### config.mk
export PLATFORM = sky130hd
export DESIGN_NAME = psc_pipe_ctrl
export DESIGN_NICKNAME = d
export VERILOG_FILES = /design/src/design/psc_pkg.sv /design/src/design/psc_pipe_ctrl.sv
export VERILOG_INCLUDE_DIRS = /design/src /design/src/design
export SDC_FILE = /design/constraint.sdc
export NUM_CORES = 1
export LEC_CHECK = 0
export BUFFER_PORTS_ARGS = -buffer_cell sky130_fd_sc_hd__buf_2
export CORE_AREA = 3 3 40 42
export DETAILED_ROUTE_END_ITERATION = 10
export DIE_AREA = 0 0 43 45
export GPL_ROUTABILITY_DRIVEN = 0
export SYNTH_ARGS = -nofsm -noshare
export SYNTH_HDL_FRONTEND = slang
export SYNTH_SLANG_ARGS = --single-unit
### constraint.sdc
create_clock -name clock -period 1.25 [get_ports clock]
set_input_delay 0.25 -clock clock [delete_from_list [all_inputs] [get_ports clock]]
set_output_delay 0.25 -clock clock [all_outputs]
set_load 0.02 [all_outputs]
### src/design/pressure_sensor_compensation_assert.svh
// ---------------------------------------------------------------------------
// Pressure sensor compensation assertion macros
// Concurrent assertion shorthands clocked by clock and disabled in reset.
// ---------------------------------------------------------------------------
`ifndef PRESSURE_SENSOR_COMPENSATION_ASSERT_SVH
`define PRESSURE_SENSOR_COMPENSATION_ASSERT_SVH

// The condition implies the expression in the same cycle.
`define PSC_ASSERT_SAME(name, cond, expr) \
   name: assert property (@(posedge clock) disable iff (reset) (cond) |-> (expr)) \
      else $error("Pipeline check failed in the same cycle.");

// The condition implies the expression in the next cycle.
`define PSC_ASSERT_NEXT(name, cond, expr) \
   name: assert property (@(posedge clock) disable iff (reset) (cond) |=> (expr)) \
      else $error("Pipeline check failed in the next cycle.");

`endif

### src/design/psc_pkg.sv
// ---------------------------------------------------------------------------
// Pressure sensor compensation package
// Widths, scaling shifts, limits, register indexes and shared types.
// ---------------------------------------------------------------------------
package psc_pkg;

   localparam int STAGES = 9;

   localparam int RAW_W = 24;
   localparam int CAL_W = 16;
   localparam int DT_W = 25;
   localparam int PRD_W = 42;
   localparam int DSQ_W = 48;
   localparam int Q_W = 18;
   localparam int OFF_W = 35;
   localparam int SENS_W = 34;
   localparam int TI_W = 17;
   localparam int SQ_W = 34;
   localparam int OFFI_W = 35;
   localparam int SENSI_W = 34;
   localparam int T2_W = 20;
   localparam int OFF2_W = 37;
   localparam int SENS2_W = 36;
   localparam int SPLIT_W = 18;
   localparam int PPLO_W = 42;
   localparam int PPHI_W = 43;
   localparam int PROD_W = 61;
   localparam int DIFF_W = 41;
   localparam int TEMP_OUT_W = 15;
   localparam int PRESS_OUT_W = 19;
   localparam int CSR_IDX_W = 3;

   localparam int REF_SHIFT = 8;
   localparam int TEMP_SHIFT = 23;
   localparam int OFF_SHIFT = 7;
   localparam int SENS_SHIFT = 8;
   localparam int OFF_BASE_SHIFT = 16;
   localparam int SENS_BASE_SHIFT = 15;
   localparam int TI_LOW_SHIFT = 33;
   localparam int TI_HIGH_SHIFT = 36;
   localparam int PRESS_SHIFT = 21;
   localparam int OUT_SHIFT = 13;
   localparam int P_W = DIFF_W - OUT_SHIFT;

   localparam logic signed [T2_W-1:0] TEMP_BASE = T2_W'(2000);
   localparam logic signed [T2_W-1:0] TEMP_MIN = -T2_W'(4000);
   localparam logic signed [T2_W-1:0] TEMP_MAX = T2_W'(8500);
   localparam logic signed [P_W-1:0] PRESS_MAX = P_W'(300000);

   typedef enum logic [CSR_IDX_W-1:0] {
      CSR_PRESSURE_SENSITIVITY  = 3'd0,
      CSR_PRESSURE_OFFSET       = 3'd1,
      CSR_SENS_TEMP_COEFF       = 3'd2,
      CSR_OFFSET_TEMP_COEFF     = 3'd3,
      CSR_REFERENCE_TEMPERATURE = 3'd4,
      CSR_TEMPERATURE_COEFF     = 3'd5
   } csr_index_type;

   typedef struct packed {
      logic [CAL_W-1:0] pressure_sensitivity;
      logic [CAL_W-1:0] pressure_offset;
      logic [CAL_W-1:0] sens_temp_coeff;
      logic [CAL_W-1:0] offset_temp_coeff;
      logic [CAL_W-1:0] reference_temperature;
      logic [CAL_W-1:0] temperature_coeff;
   } psc_cal_type;

   typedef struct packed {
      logic [STAGES-1:0] vld;
      logic [STAGES-1:0] load;
   } psc_ctrl_type;

   typedef struct packed {
      logic signed [T2_W-1:0]    t2;
      logic signed [OFF2_W-1:0]  off2;
      logic signed [SENS2_W-1:0] sens2;
      logic [RAW_W-1:0]          d1;
   } psc_terms_type;

endpackage

### src/design/psc_pipe_ctrl.sv
// ---------------------------------------------------------------------------
// Pressure sensor compensation pipeline control
// Tracks the valid bit of every stage and computes per-stage load enables.
// ---------------------------------------------------------------------------
`include "pressure_sensor_compensation_assert.svh"

module psc_pipe_ctrl import psc_pkg::*; (
   input  logic         clock,
   input  logic         reset,
   input  logic         req_valid,
   input  logic         rsp_ready,
   output psc_ctrl_type ctrl
);

   logic [STAGES-1:0] vld_ff;
   logic [STAGES-1:0] vld_in;
   logic [STAGES-1:0] load;
   logic              acc_in;
   logic              acc_out;

   // A stage loads when empty or when the stage after it loads; the last stage also loads when rsp_ready is high.
   always_comb begin
      load[STAGES-1] = !vld_ff[STAGES-1] || rsp_ready;
      for (int k = STAGES - 2; k >= 0; k--) begin
         load[k] = !vld_ff[k] || load[k+1];
      end
   end

   assign vld_in = (({vld_ff[STAGES-2:0], req_valid}) & load) | (vld_ff & ~load);
   assign acc_in = req_valid && load[0];
   assign acc_out = vld_ff[STAGES-1] && rsp_ready;

   always_ff @(posedge clock) begin
      if (reset) begin
         vld_ff <= '0;
      end else begin
         vld_ff <= vld_in;
      end
   end

   assign ctrl.vld = vld_ff;
   assign ctrl.load = load;

   `PSC_ASSERT_SAME(a_rsp_ready_frees_input, rsp_ready, load[0])
   `PSC_ASSERT_NEXT(a_accept_fills_first, acc_in, vld_ff[0])
   `PSC_ASSERT_NEXT(a_item_count, !reset,
      $countones(vld_ff) == $countones($past(vld_ff)) + $past(acc_in) - $past(acc_out))

endmodule

# Word-level counts from Yosys, hierarchy flattened
# Index checks and enable logic that the tools add are counted.
# classes
n_reduce_logical	18
bitwise_logic	4
# ops
op	n
9-bit AND	2
1-bit logical NOT	9
1-bit logical OR	9
9-bit inverter	1
9-bit bitwise OR	1
# totals
regBits	9
output_inout_bits	18

# Longest topological paths before layout
# depth
ltp_word	13
mapped_depth	4
depth_no_buf	3

# Worst setup path after synthesis
# OpenSTA, ideal clock, no wires.
# synth_timing
kind	reg2out
start	register (tool-made name)
end	output port ctrl[0] in the netlist's numbering
t_required_ns	1.000
path_slack_ns	-0.289
path_stages_with_launch	5
arrival_time_ns	1.289
cell_sequence	dfxtp_1 -> and4b_1 -> buf_6 -> nand3_4 -> or2_1
# synth_rtl
item	line_no	source
end: declaration	psc_pipe_ctrl.sv:12	output psc_ctrl_type ctrl

==> metrics <==
clock power share 41.2%; Yosys warning count 0; r2r worst-path depth 5; Cells after Synth 43; clk slew on worst S/H paths 0.06 ns; pin count of the biggest net entering global routing 11; WP data arrival 1.33 ns; Seq cells post-synth 9; Final setup viols 9; flop2flop setup slack 0.05 ns; delay-heaviest family, CP simple AND/OR/NAND/NOR gates; first-pass GRT wire length ~1.5 mm; ANT cells 0; top cell type by total area after synthesis dfxtp_1; Max Cap Violations 0; register area share after synthesis 48.6%; power density over the cells 775 nW/um2; area of placed instances 571 um2; Psw 0.128 mW; vias in the first global route 349; Comb power frac 6.3%; CTS tree yes; Pwr Total approximately 0.55 mW; Avg WL per Cell 10.5 um; layout cell share with drive strength beyond 1 around two thirds; cell area after synthesis approximately 370 um2; syn nets 47; Final min period 1.58 ns; CTS buffer count 3; DR pass1 iterations 4; Root Buffer clkbuf_4; post-route setup TNS -1.93 ns; final instance area 711 um2; vias per cell roughly 4.5; Residual DRC 0; Initial Utilization around 29%; via count 425; Period Utilization, post-route 126%; latest clock arrival within the worst-skew pair 0.26 ns; top post-synthesis cells by area dfxtp_1 49%, a21oi_1 8.1%, inv_1 6.1%; FP Rows 13; critical path buffer and inverter count 2; RSZ-0062 raised after global routing yes; Critical Path RT 1.00 ns; routed wire length 1.00 mm; I/O Buffers 21; sw frac 23.3%; CTS Sinks 9; crit path launch type flop; core area between 1000 and 1500 um2; Bufs on Longest Clock Path 2; total congestion overflow 0; GRT Total Usage 10.9%; crit end category output pin; Max VDD drop between 0.0006 and 0.0007 V; DRT antenna net count 0; final setup margin -0.326 ns; crit path max fanout 6; hold_sp req_valid; syn_area_per_cell between 8 and 9 um2; Setup Skew 0.000256 ns; I/O pin cnt 22; Flop pwr share between 50% and 60%; HP Class in2reg; hpwl dp 667 um; nets 85; pre-CTS setup slack -0.130 ns; Final Hold Viols 0; initial antenna violation count 0; Hold Path Depth 3; Die W 43 um; critical path class reg2out; final slew viol count 0; final core utilization 55.3%; Area Overhead vs Synth 91.9%; Fillers 118; hold-fix buffers at CTS 0; leak pwr 0.328 nW; CP max stage cell dfxtp_4; fmax around 630 MHz; Die Y 45 um; Slew HR between 80% and 90%; Critical Path, Cell by Cell and4b_2 > buf_6 > nand4_1 > buf_4; internal power 0.423 mW; failing checks negative setup slack; post-synth cell types 16; worst-margin pin slew 0.197 ns; die area 1940 um2; outcome finished with violations; Synth top area share 48.6%; H-tree levels 1; register area 194 um2; multi-input logic area between 150 and 200 um2; max incr delay on CP 0.34 ns; Iter 0 DRT Violations 6
-- cell usage in the layout (no fill, tap or decap) --
cell type / n
inv_1: 4
dfxtp_2: 2
nand2b_1: 1
nand2_1: 2
dfxtp_4: 3
clkbuf_4: 3
and3_1: 2
nand2_2: 1
or2_4: 1
buf_2: 12
buf_4: 14
nor2_1: 6
inv_2: 2
nand3_4: 2
o31ai_2: 1
a21oi_2: 1
nor2b_4: 1
clkbuf_1: 1
buf_6: 9
and4b_2: 1
a21oi_1: 5
nand4_1: 2
dfxtp_1: 4
-- logic make-up (layout without fill, tap and decap cells) --
family | Yosys count | in the layout | synth area share, %
compound gates | 7 | 7 | 11.5
buf+inv | 8 | 45 | 10.1
flops | 9 | 9 | 48.6
simple gates | 19 | 19 | 29.7
-- worst max-delay path by stage --
| stage | endpoint | start | depth (start not counted) | slack, ns |
|---|---|---|---|---|
| 2_1_floorplan | ctrl[0] | flop | 4 | -0.12 |
| 3_3_place_gp | ctrl[3] | rsp_ready | 5 | -0.12 |
| 3_5_place_dp | ctrl[1] | rsp_ready | 5 | -0.13 |
| 4_1_cts | ctrl[0] | flop | 4 | -0.33 |
| 5_1_grt | ctrl[1] | flop | 4 | -0.39 |
| 6_report | ctrl[1] | flop | 4 | -0.33 |
-- Yosys cell counts (all sizes together) --
library cell and n:
or2 1, and3 2, buf 1, nor2b 1
clkbuf 1, nand3 2, nand2 3, and4b 1
nand2b 1, o31ai 1, dfxtp 9, a21oi 6
inv 6, nor2 6, nand4 2
-- stage by stage --
step	hold WS, ns	std cells
6_report	0.196	95
5_1_grt	0.199	95
4_1_cts	0.193	92
3_5_place_dp	0.450	87
3_3_place_gp	0.456	87
2_1_floorplan	0.377	43
-- area by class of cell --
type                    instances  share of cell area [%]
flip-flops and latches          9                    27.3
multi-input cells              26                    25.7
clock buffers                   4                    3.70
repair buffers                 35                    37.5
inverters                       6                    3.17
well taps                      15                    2.64
-- tightest hold or removal path: stages --
cell	delay, ns
buf_2	0.07
nand2b_1	0.06
o31ai_2	0.05
-- power groups by stage --
stage | Clock (mW) | Combinational, mW | Sequential (mW)
global placement | 0 | 0.0321 | 0.296
CTS | 0.237 | 0.0335 | 0.289
floorplan | 0 | 0.0106 | 0.303
detailed placement | 0 | 0.0324 | 0.295
global route | 0.247 | 0.0379 | 0.289
finish | 0.227 | 0.0349 | 0.289
-- timing repair --
item	in CTS	in global routing
gates cloned	0	0
resized for setup	14	13
pin swaps	4	5
setup endpoints to repair	9	10
setup buffers	1	4
-- layer usage --
metal,global-route usage [%],part of all wire (%),vias up
li1,-,-,213
met1,13.2,44,186
met2,14.7,44,22
met3,5.98,9.1,4
met4,7.23,2.1,0
met5,0,0,-
Note: power is estimated with default switching activity, not from simulation.
