`config.mk`:
```
export PLATFORM = sky130hd
export DESIGN_NAME = psc_press
export DESIGN_NICKNAME = d
export VERILOG_FILES = /design/src/design/pressure_sensor_compensation_assert.svh /design/src/design/psc_pkg.sv /design/src/design/psc_press.sv
export SDC_FILE = /design/constraint.sdc
export NUM_CORES = 2
export LEC_CHECK = 0
export BUFFER_PORTS_ARGS = -buffer_cell sky130_fd_sc_hd__buf_4
export CAP_MARGIN = 20
export CORE_MARGIN = 3
export CORE_UTILIZATION = 25
export CTS_CLUSTER_DIAMETER = 50
export DETAILED_ROUTE_END_ITERATION = 6
export SLEW_MARGIN = 20
export SYNTH_ARGS = -nofsm -noshare
export SYNTH_HDL_FRONTEND = slang
export SYNTH_SLANG_ARGS = --single-unit
```
`constraint.sdc`:
```
create_clock -name clock -period 8.3 [get_ports clock]
set_clock_uncertainty 0.1 [all_clocks]
set_input_delay 1.66 -clock clock [delete_from_list [all_inputs] [get_ports clock]]
set_output_delay 1.66 -clock clock [all_outputs]
set_load 0.05 [all_outputs]
```
`src/design/pressure_sensor_compensation_assert.svh`:
```
// ---------------------------------------------------------------------------
// Pressure sensor compensation assertion macros
// Concurrent assertion shorthands clocked by clock and disabled in reset.
// ---------------------------------------------------------------------------
`ifndef PRESSURE_SENSOR_COMPENSATION_ASSERT_SVH
`define PRESSURE_SENSOR_COMPENSATION_ASSERT_SVH

// The condition implies the expression in the same cycle.
`define PSC_ASSERT_SAME(name, cond, expr) \
   name: assert property (@(posedge clock) disable iff (reset) (cond) |-> (expr)) \
      else $error("Pipeline check failed in the same cycle.");

// The condition implies the expression in the next cycle.
`define PSC_ASSERT_NEXT(name, cond, expr) \
   name: assert property (@(posedge clock) disable iff (reset) (cond) |=> (expr)) \
      else $error("Pipeline check failed in the next cycle.");

`endif

```
`src/design/psc_pkg.sv`:
```
// ---------------------------------------------------------------------------
// Pressure sensor compensation package
// Widths, scaling shifts, limits, register indexes and shared types.
// ---------------------------------------------------------------------------
package psc_pkg;

   localparam int STAGES = 9;

   localparam int RAW_W = 24;
   localparam int CAL_W = 16;
   localparam int DT_W = 25;
   localparam int PRD_W = 42;
   localparam int DSQ_W = 48;
   localparam int Q_W = 18;
   localparam int OFF_W = 35;
   localparam int SENS_W = 34;
   localparam int TI_W = 17;
   localparam int SQ_W = 34;
   localparam int OFFI_W = 35;
   localparam int SENSI_W = 34;
   localparam int T2_W = 20;
   localparam int OFF2_W = 37;
   localparam int SENS2_W = 36;
   localparam int SPLIT_W = 18;
   localparam int PPLO_W = 42;
   localparam int PPHI_W = 43;
   localparam int PROD_W = 61;
   localparam int DIFF_W = 41;
   localparam int TEMP_OUT_W = 15;
   localparam int PRESS_OUT_W = 19;
   localparam int CSR_IDX_W = 3;

   localparam int REF_SHIFT = 8;
   localparam int TEMP_SHIFT = 23;
   localparam int OFF_SHIFT = 7;
   localparam int SENS_SHIFT = 8;
   localparam int OFF_BASE_SHIFT = 16;
   localparam int SENS_BASE_SHIFT = 15;
   localparam int TI_LOW_SHIFT = 33;
   localparam int TI_HIGH_SHIFT = 36;
   localparam int PRESS_SHIFT = 21;
   localparam int OUT_SHIFT = 13;
   localparam int P_W = DIFF_W - OUT_SHIFT;

   localparam logic signed [T2_W-1:0] TEMP_BASE = T2_W'(2000);
   localparam logic signed [T2_W-1:0] TEMP_MIN = -T2_W'(4000);
   localparam logic signed [T2_W-1:0] TEMP_MAX = T2_W'(8500);
   localparam logic signed [P_W-1:0] PRESS_MAX = P_W'(300000);

   typedef enum logic [CSR_IDX_W-1:0] {
      CSR_PRESSURE_SENSITIVITY  = 3'd0,
      CSR_PRESSURE_OFFSET       = 3'd1,
      CSR_SENS_TEMP_COEFF       = 3'd2,
      CSR_OFFSET_TEMP_COEFF     = 3'd3,
      CSR_REFERENCE_TEMPERATURE = 3'd4,
      CSR_TEMPERATURE_COEFF     = 3'd5
   } csr_index_type;

   typedef struct packed {
      logic [CAL_W-1:0] pressure_sensitivity;
      logic [CAL_W-1:0] pressure_offset;
      logic [CAL_W-1:0] sens_temp_coeff;
      logic [CAL_W-1:0] offset_temp_coeff;
      logic [CAL_W-1:0] reference_temperature;
      logic [CAL_W-1:0] temperature_coeff;
   } psc_cal_type;

   typedef struct packed {
      logic [STAGES-1:0] vld;
      logic [STAGES-1:0] load;
   } psc_ctrl_type;

   typedef struct packed {
      logic signed [T2_W-1:0]    t2;
      logic signed [OFF2_W-1:0]  off2;
      logic signed [SENS2_W-1:0] sens2;
      logic [RAW_W-1:0]          d1;
   } psc_terms_type;

endpackage

```
`src/design/psc_press.sv`:
```
// ---------------------------------------------------------------------------
// Pressure sensor compensation pressure scaling
// Stages five to eight: split raw pressure times sensitivity, offset removal,
// final scaling and saturation of both results.
// ---------------------------------------------------------------------------
module psc_press import psc_pkg::*; (
   input  logic                          clock,
   input  psc_ctrl_type                  ctrl,
   input  psc_terms_type                 terms,
   output logic signed [TEMP_OUT_W-1:0]  temperature_centideg,
   output logic [PRESS_OUT_W-1:0]        pressure_decimbar,
   output logic                          clipped
);

   // Stage 5.
   logic [SPLIT_W-1:0]                 sens_lo;
   logic signed [SENS2_W-SPLIT_W-1:0]  sens_hi;
   logic [PPLO_W-1:0]                  pplo_in, pplo_s5_ff;
   logic signed [PPHI_W-1:0]           pphi_in, pphi_s5_ff;
   logic signed [T2_W-1:0]             t2_s5_ff, t2_s6_ff, t2_s7_ff;
   logic signed [OFF2_W-1:0]           off2_s5_ff, off2_s6_ff;
   // Stage 6.
   logic signed [PROD_W-1:0]           prod_in, prod_s6_ff;
   // Stage 7.
   logic signed [PROD_W-1:0]           prod_bias;
   logic signed [PROD_W-PRESS_SHIFT-1:0] scaled;
   logic signed [DIFF_W-1:0]           diff_in, diff_s7_ff;
   // Stage 8.
   logic signed [DIFF_W-1:0]           diff_bias;
   logic signed [P_W-1:0]              p;
   logic signed [T2_W-1:0]             t2_sat;
   logic signed [P_W-1:0]              p_sat;
   logic                               t_clip, p_clip;
   logic signed [TEMP_OUT_W-1:0]       temp_in, temp_s8_ff;
   logic [PRESS_OUT_W-1:0]             press_in, press_s8_ff;
   logic                               clip_in, clip_s8_ff;

   assign sens_lo = terms.sens2[SPLIT_W-1:0];
   assign sens_hi = $signed(terms.sens2[SENS2_W-1:SPLIT_W]);
   assign pplo_in = terms.d1 * sens_lo;
   assign pphi_in = $signed({1'b0, terms.d1}) * sens_hi;

   assign prod_in = $signed({pphi_s5_ff, {SPLIT_W{1'b0}}})
                  + $signed({{(PROD_W-PPLO_W){1'b0}}, pplo_s5_ff});

   assign prod_bias = prod_s6_ff + $signed({{(PROD_W-PRESS_SHIFT){1'b0}},
                                            {PRESS_SHIFT{prod_s6_ff[PROD_W-1]}}});
   assign scaled = $signed(prod_bias[PROD_W-1:PRESS_SHIFT]);
   assign diff_in = DIFF_W'(scaled) - DIFF_W'(off2_s6_ff);

   assign diff_bias = diff_s7_ff + $signed({{(DIFF_W-OUT_SHIFT){1'b0}},
                                            {OUT_SHIFT{diff_s7_ff[DIFF_W-1]}}});
   assign p = $signed(diff_bias[DIFF_W-1:OUT_SHIFT]);

   always_comb begin
      t2_sat = t2_s7_ff;
      t_clip = 1'b0;
      priority if (t2_s7_ff < TEMP_MIN) begin
         t2_sat = TEMP_MIN;
         t_clip = 1'b1;
      end else if (t2_s7_ff > TEMP_MAX) begin
         t2_sat = TEMP_MAX;
         t_clip = 1'b1;
      end else begin
         t2_sat = t2_s7_ff;
      end
      p_sat = p;
      p_clip = 1'b0;
      priority if (p[P_W-1]) begin
         p_sat = '0;
         p_clip = 1'b1;
      end else if (p > PRESS_MAX) begin
         p_sat = PRESS_MAX;
         p_clip = 1'b1;
      end else begin
         p_sat = p;
      end
      temp_in = t2_sat[TEMP_OUT_W-1:0];
      press_in = p_sat[PRESS_OUT_W-1:0];
      clip_in = t_clip || p_clip;
   end

   always_ff @(posedge clock) begin
      if (ctrl.load[5]) begin
         pplo_s5_ff <= pplo_in;
         pphi_s5_ff <= pphi_in;
         t2_s5_ff <= terms.t2;
         off2_s5_ff <= terms.off2;
      end
      if (ctrl.load[6]) begin
         prod_s6_ff <= prod_in;
         t2_s6_ff <= t2_s5_ff;
         off2_s6_ff <= off2_s5_ff;
      end
      if (ctrl.load[7]) begin
         diff_s7_ff <= diff_in;
         t2_s7_ff <= t2_s6_ff;
      end
      if (ctrl.load[8]) begin
         temp_s8_ff <= temp_in;
         press_s8_ff <= press_in;
         clip_s8_ff <= clip_in;
      end
   end

   assign temperature_centideg = temp_s8_ff;
   assign pressure_decimbar = press_s8_ff;
   assign clipped = clip_s8_ff;

endmodule

```
Yosys cells after proc, flatten, opt, wreduce, memory -nomap -nowiden
Index checks and enable logic that the tools add are counted.
Cells by class
  add/sub/neg operators: 4
  multipliers: 2
  magnitude comparators: 3
  multiplexer cells: 6
  reduce and logical (&&, ||, !) cells: 3
Operators with widths (number)
  adder 61 x 22 -> 61 bit: 1
  adder 61 x 43 -> 61 bit: 1
  multiplier 25 x 18 -> 43 bit: 1
  multiplier 24 x 18 -> 42 bit: 1
  adder 41 x 14 -> 41 bit: 1
  subtractor 40 x 37 -> 41 bit: 1
  > comparator 28 x 20 -> 1 bit (second input constant): 1
  > comparator 20 x 15 -> 1 bit (second input constant): 1
  less-than comparator 20 x 13 -> 1 bit (second input constant): 1
  2-to-1 mux 19 bit: 1
  2-to-1 mux 15 bit: 1
  2-to-1 mux 1 bit: 4
  OR reduction 2 bit: 2
  logical OR 1 bit: 1
Word-level totals
  register bits: 356
  input port bits: 136
  output and inout port bits: 35
  logic and storage cells: 32

Depth between registers and ports, before layout
  depth after elaboration: 5
  mapped depth: 26
  depth with buffers taken out: 24

Worst setup path before layout
Ideal clock, no wire load.
  path type: in2reg
  start: in terms[5] (netlist bit)
  end: reg pphi_s5_ff[39], data pin
  setup time: 0.276 ns
  arrival: 7.579 ns
  data required time: 7.924 ns
  setup slack: 0.346 ns
  stages on the path: 23
  path buffers: 2
  cell sequence: clkbuf_1 clkbuf_1 nand2_1 fa_1 inv_1 fa_1 inv_1 fa_1 inv_1 fa_1 fa_1 inv_1 fa_1 inv_1 ha_1 and3_1 a221oi_1 o32ai_2 a31o_2 a31oi_4 o211a_1 o311ai_0 xor2_1
Between the ends
  longest elaborated chain between the ends: 1
RTL lines
  from (decl): line psc_press.sv:9  | input psc_terms_type terms,
  multiplier 25 x 18 -> 43 bit: line psc_press.sv:41  | assign pphi_in = $signed({1'b0, terms.d1}) * sens_hi;
  named net pphi_in[39]: line psc_press.sv:19  | logic signed [PPHI_W-1:0] pphi_in, pphi_s5_ff;
  to (signal assigned): line psc_press.sv:86  | pphi_s5_ff <= pphi_in;
  to (decl): line psc_press.sv:19
The timed path passes the listed nets, and every way through them passes these cells.
A chain may end at the register's enable or synchronous reset.

Worst setup path in the final report
  start: in terms[7] (netlist bit)
  end: reg pplo_s5_ff[34], data pin
Between the ends
  longest elaborated chain between the ends: 1
RTL lines
  multiplier 24 x 18 -> 42 bit: line psc_press.sv:40  | assign pplo_in = terms.d1 * sens_lo;
  named net pplo_in[34]: line psc_press.sv:18  | logic [PPLO_W-1:0] pplo_in, pplo_s5_ff;
  to (signal assigned): line psc_press.sv:85  | pplo_s5_ff <= pplo_in;
  to (decl): line psc_press.sv:18
The timed path passes the listed nets, and every way through them passes these cells.

==> results.json <==
{
  "status": "completed",
  "netlist_area_mm2": 0.0445,
  "coreArea_mm2": 0.176,
  "path_class": "primary input to register",
  "synth_edf_count": 356,
  "worstPathMaxFanout": 18,
  "rrSetupSlack_ns": 2.15,
  "crit_path_start_kind": "primary input",
  "num_rows": 154,
  "layout-drive-gt1-share_pct": 9.09,
  "endpoint_kind": "register",
  "finalSetupViolCount": 0,
  "synth_seq_area_share_pct": 24.0,
  "fp.dieH_um": 428,
  "cts_setup_buffers": 0,
  "die_area_mm2": 0.183,
  "yosysWarnings": 0,
  "final_cells": 6968,
  "cpMostUsedCell": "fa_1",
  "drtIter0Drc": 1305,
  "reg2reg_depth": 23,
  "setup_slack_ns": 0.599,
  "syn_inst": 4438,
  "avgSynthCellArea_um2": 10.0,
  "final_cell_mix": "937 x inv_1, 706 x fa_1, 593 x nand2_1",
  "dp.cells": 6895,
  "crit_cells": 26,
  "max_freq_mhz": 130,
  "setup_tns_ns": 0,
  "drt-met1-wl_um": 44600,
  "first_pass_iters": 7,
  "ys_types": 99,
  "htree_num_levels": 2,
  "overflow": 0,
  "wl_met3_um": 4970,
  "synth_top_flop_cell": "edfxtp_1",
  "pin_count": 171,
  "async_flop_share_pct": 0,
  "crit_end": "pplo_s5_ff[34]",
  "grtUsageTotal_pct": 11.8,
  "drv_slew": 0,
  "die_width_um": 428,
  "hp-class": "register to register",
  "critical_path_arrival_ns": 7.89,
  "start_util_pct": 25.2,
  "cp_data_required_time_ns": 8.49,
  "route.met2.wl_um": 53500,
  "clkLatencyLatePin_ns": 0.55,
  "clk_pin_slew_ns": 0.07,
  "fin_nets": 5792,
  "via_count": 29900,
  "cts_buffers": 36,
  "drc_errors": 0,
  "antenna_found_initial": 12,
  "grt_pass1_wl_um": 174000,
  "clk_root_buffer_cell": "clkbuf_16",
  "cts_resized": 0,
  "finalCritPeriodShare_pct": 92.8,
  "slowest_delay_ns": 0.53,
  "timing.max_cap.violations": 0,
  "rr_endpoint": "diff_s7_ff[34]",
  "routed_wirelength_um": 106000,
  "rsz0062_at_grt": "false",
  "synthesis.nets": 5637,
  "hpwl_um": 88200,
  "ys_seq_elements": 356,
  "grt_pass1_vias": 32400,
  "hold_buffers": 0,
  "ant_nets": 0,
  "final_common_cell": "inv_1",
  "gp_congestion": 0.842,
  "pre_cts_ws_ns": 0.0563,
  "cp-startpoint": "terms[7]",
  "crit_slowest_cell": "fa_1",
  "routedWlPerCell_um": 15.3,
  "crit_family": "adder cells",
  "finalHoldViolCount": 0,
  "fin_crit_ns": 7.70,
  "clkSinkCount": 356,
  "worstMarginPinSlew_ns": 0.870,
  "top_layer_used": "met5",
  "path_buf_inv": 8,
  "syn2layout_area_growth_pct": 13.0,
  "clk_path_buf_depth": 3,
  "io_buffer_count": 156,
  "max_slew_margin_pct": 42.0,
  "r2r-start": "prod_s6_ff[60]",
  "routed_via_density": 4.29,
  "grt_max_degree": 81,
  "cts_tree": "yes"
}
state kept, by name (all words and copies together) (netlist names):
name,count
pphi_s5_ff,43
temperature_centideg,15
t2_s6_ff,20
t2_s7_ff,20
off2_s5_ff,37
clipped,1
prod_s6_ff,61
pressure_decimbar,19
pplo_s5_ff,42
diff_s7_ff,41
off2_s6_ff,37
t2_s5_ff,20
layout make-up:
type                            instances  area (µm²)
Fill cell                           18400      126000
Multi-Input combinational cell       2964       29600
Sequential cell                       356       10700
Inverter                              937        3520
Tap cell                             2340        2930
Timing Repair Buffer                  298        2300
Clock buffer                           38         908
Clock inverter                         26         313
Antenna cell                            9        22.5
routing by layer:
metal,vias up,global-route usage [%]
met4,6,3.80
li1,14100,-
met5,-,0
met3,175,1.63
met1,15000,14.4
met2,648,21.2
synthesized netlist by cell type, types with 5 or more instances:
master	number	share of area (%)
o21ai_0	70	0.79
or3_1	6	0.084
fa_1	706	32
nor4_1	6	0.084
a21o_1	74	1.2
or2_2	6	0.084
nand2b_1	31	0.44
xor2_1	59	1.2
nor2_1	92	0.78
and4_1	7	0.14
or4_1	6	0.10
a211oi_1	12	0.20
a31oi_1	15	0.21
o21a_1	18	0.30
inv_1	937	7.9
nor3_1	17	0.19
nor2b_1	18	0.25
o211ai_1	6	0.10
clkbuf_1	174	1.5
o31a_1	9	0.18
ha_1	357	10
o21bai_1	23	0.39
nand2_1	593	5.0
and2_1	343	4.8
edfxtp_1	356	24
nor2_2	10	0.14
a21oi_1	127	1.4
xnor2_1	142	2.8
o31ai_1	8	0.14
nand4_1	25	0.35
and3_1	34	0.48
nand3b_1	5	0.084
o21ai_1	5	0.056
nand3_1	46	0.52
cells by family after synthesis:
logic type | count (synthesis) | share of synthesized area [%]
muxes | 2 | 0.0450
and+or+nand+nor | 1271 | 14.1
AOI/OAI and AO/OA | 427 | 6.53
xor gates and xnor gates | 201 | 3.96
DFF | 356 | 24.0
adders and majority gates | 1063 | 41.8
buffers and inverters | 1118 | 9.50
worst min-delay path by stage:
stage,start,to,depth (start not counted)
floorplan,off2_s5_ff[0],off2_s6_ff[0],0
global placement,t2_s5_ff[13],t2_s6_ff[13],0
detailed placement,off2_s5_ff[35],off2_s6_ff[35],0
CTS,off2_s5_ff[14],off2_s6_ff[14],0
global route,off2_s5_ff[14],off2_s6_ff[14],0
finish,off2_s5_ff[14],off2_s6_ff[14],0
stage by stage:
| step | hold WS (ns) | utilization, % | cell area (µm²) |
|---|---|---|---|
| after global placement | 0.300 | 27.8 | 49000 |
| after global routing | 0.310 | 28.5 | 50200 |
| final | 0.300 | 28.5 | 50300 |
| after floorplan | 0.300 | - | 44500 |
| after CTS | 0.297 | 28.5 | 50200 |
| after detailed placement | 0.305 | 27.8 | 49000 |
Power is left out: the tool's default activity adds up to more than one toggle a clock period on the data nets, which glitch-free logic cannot reach.
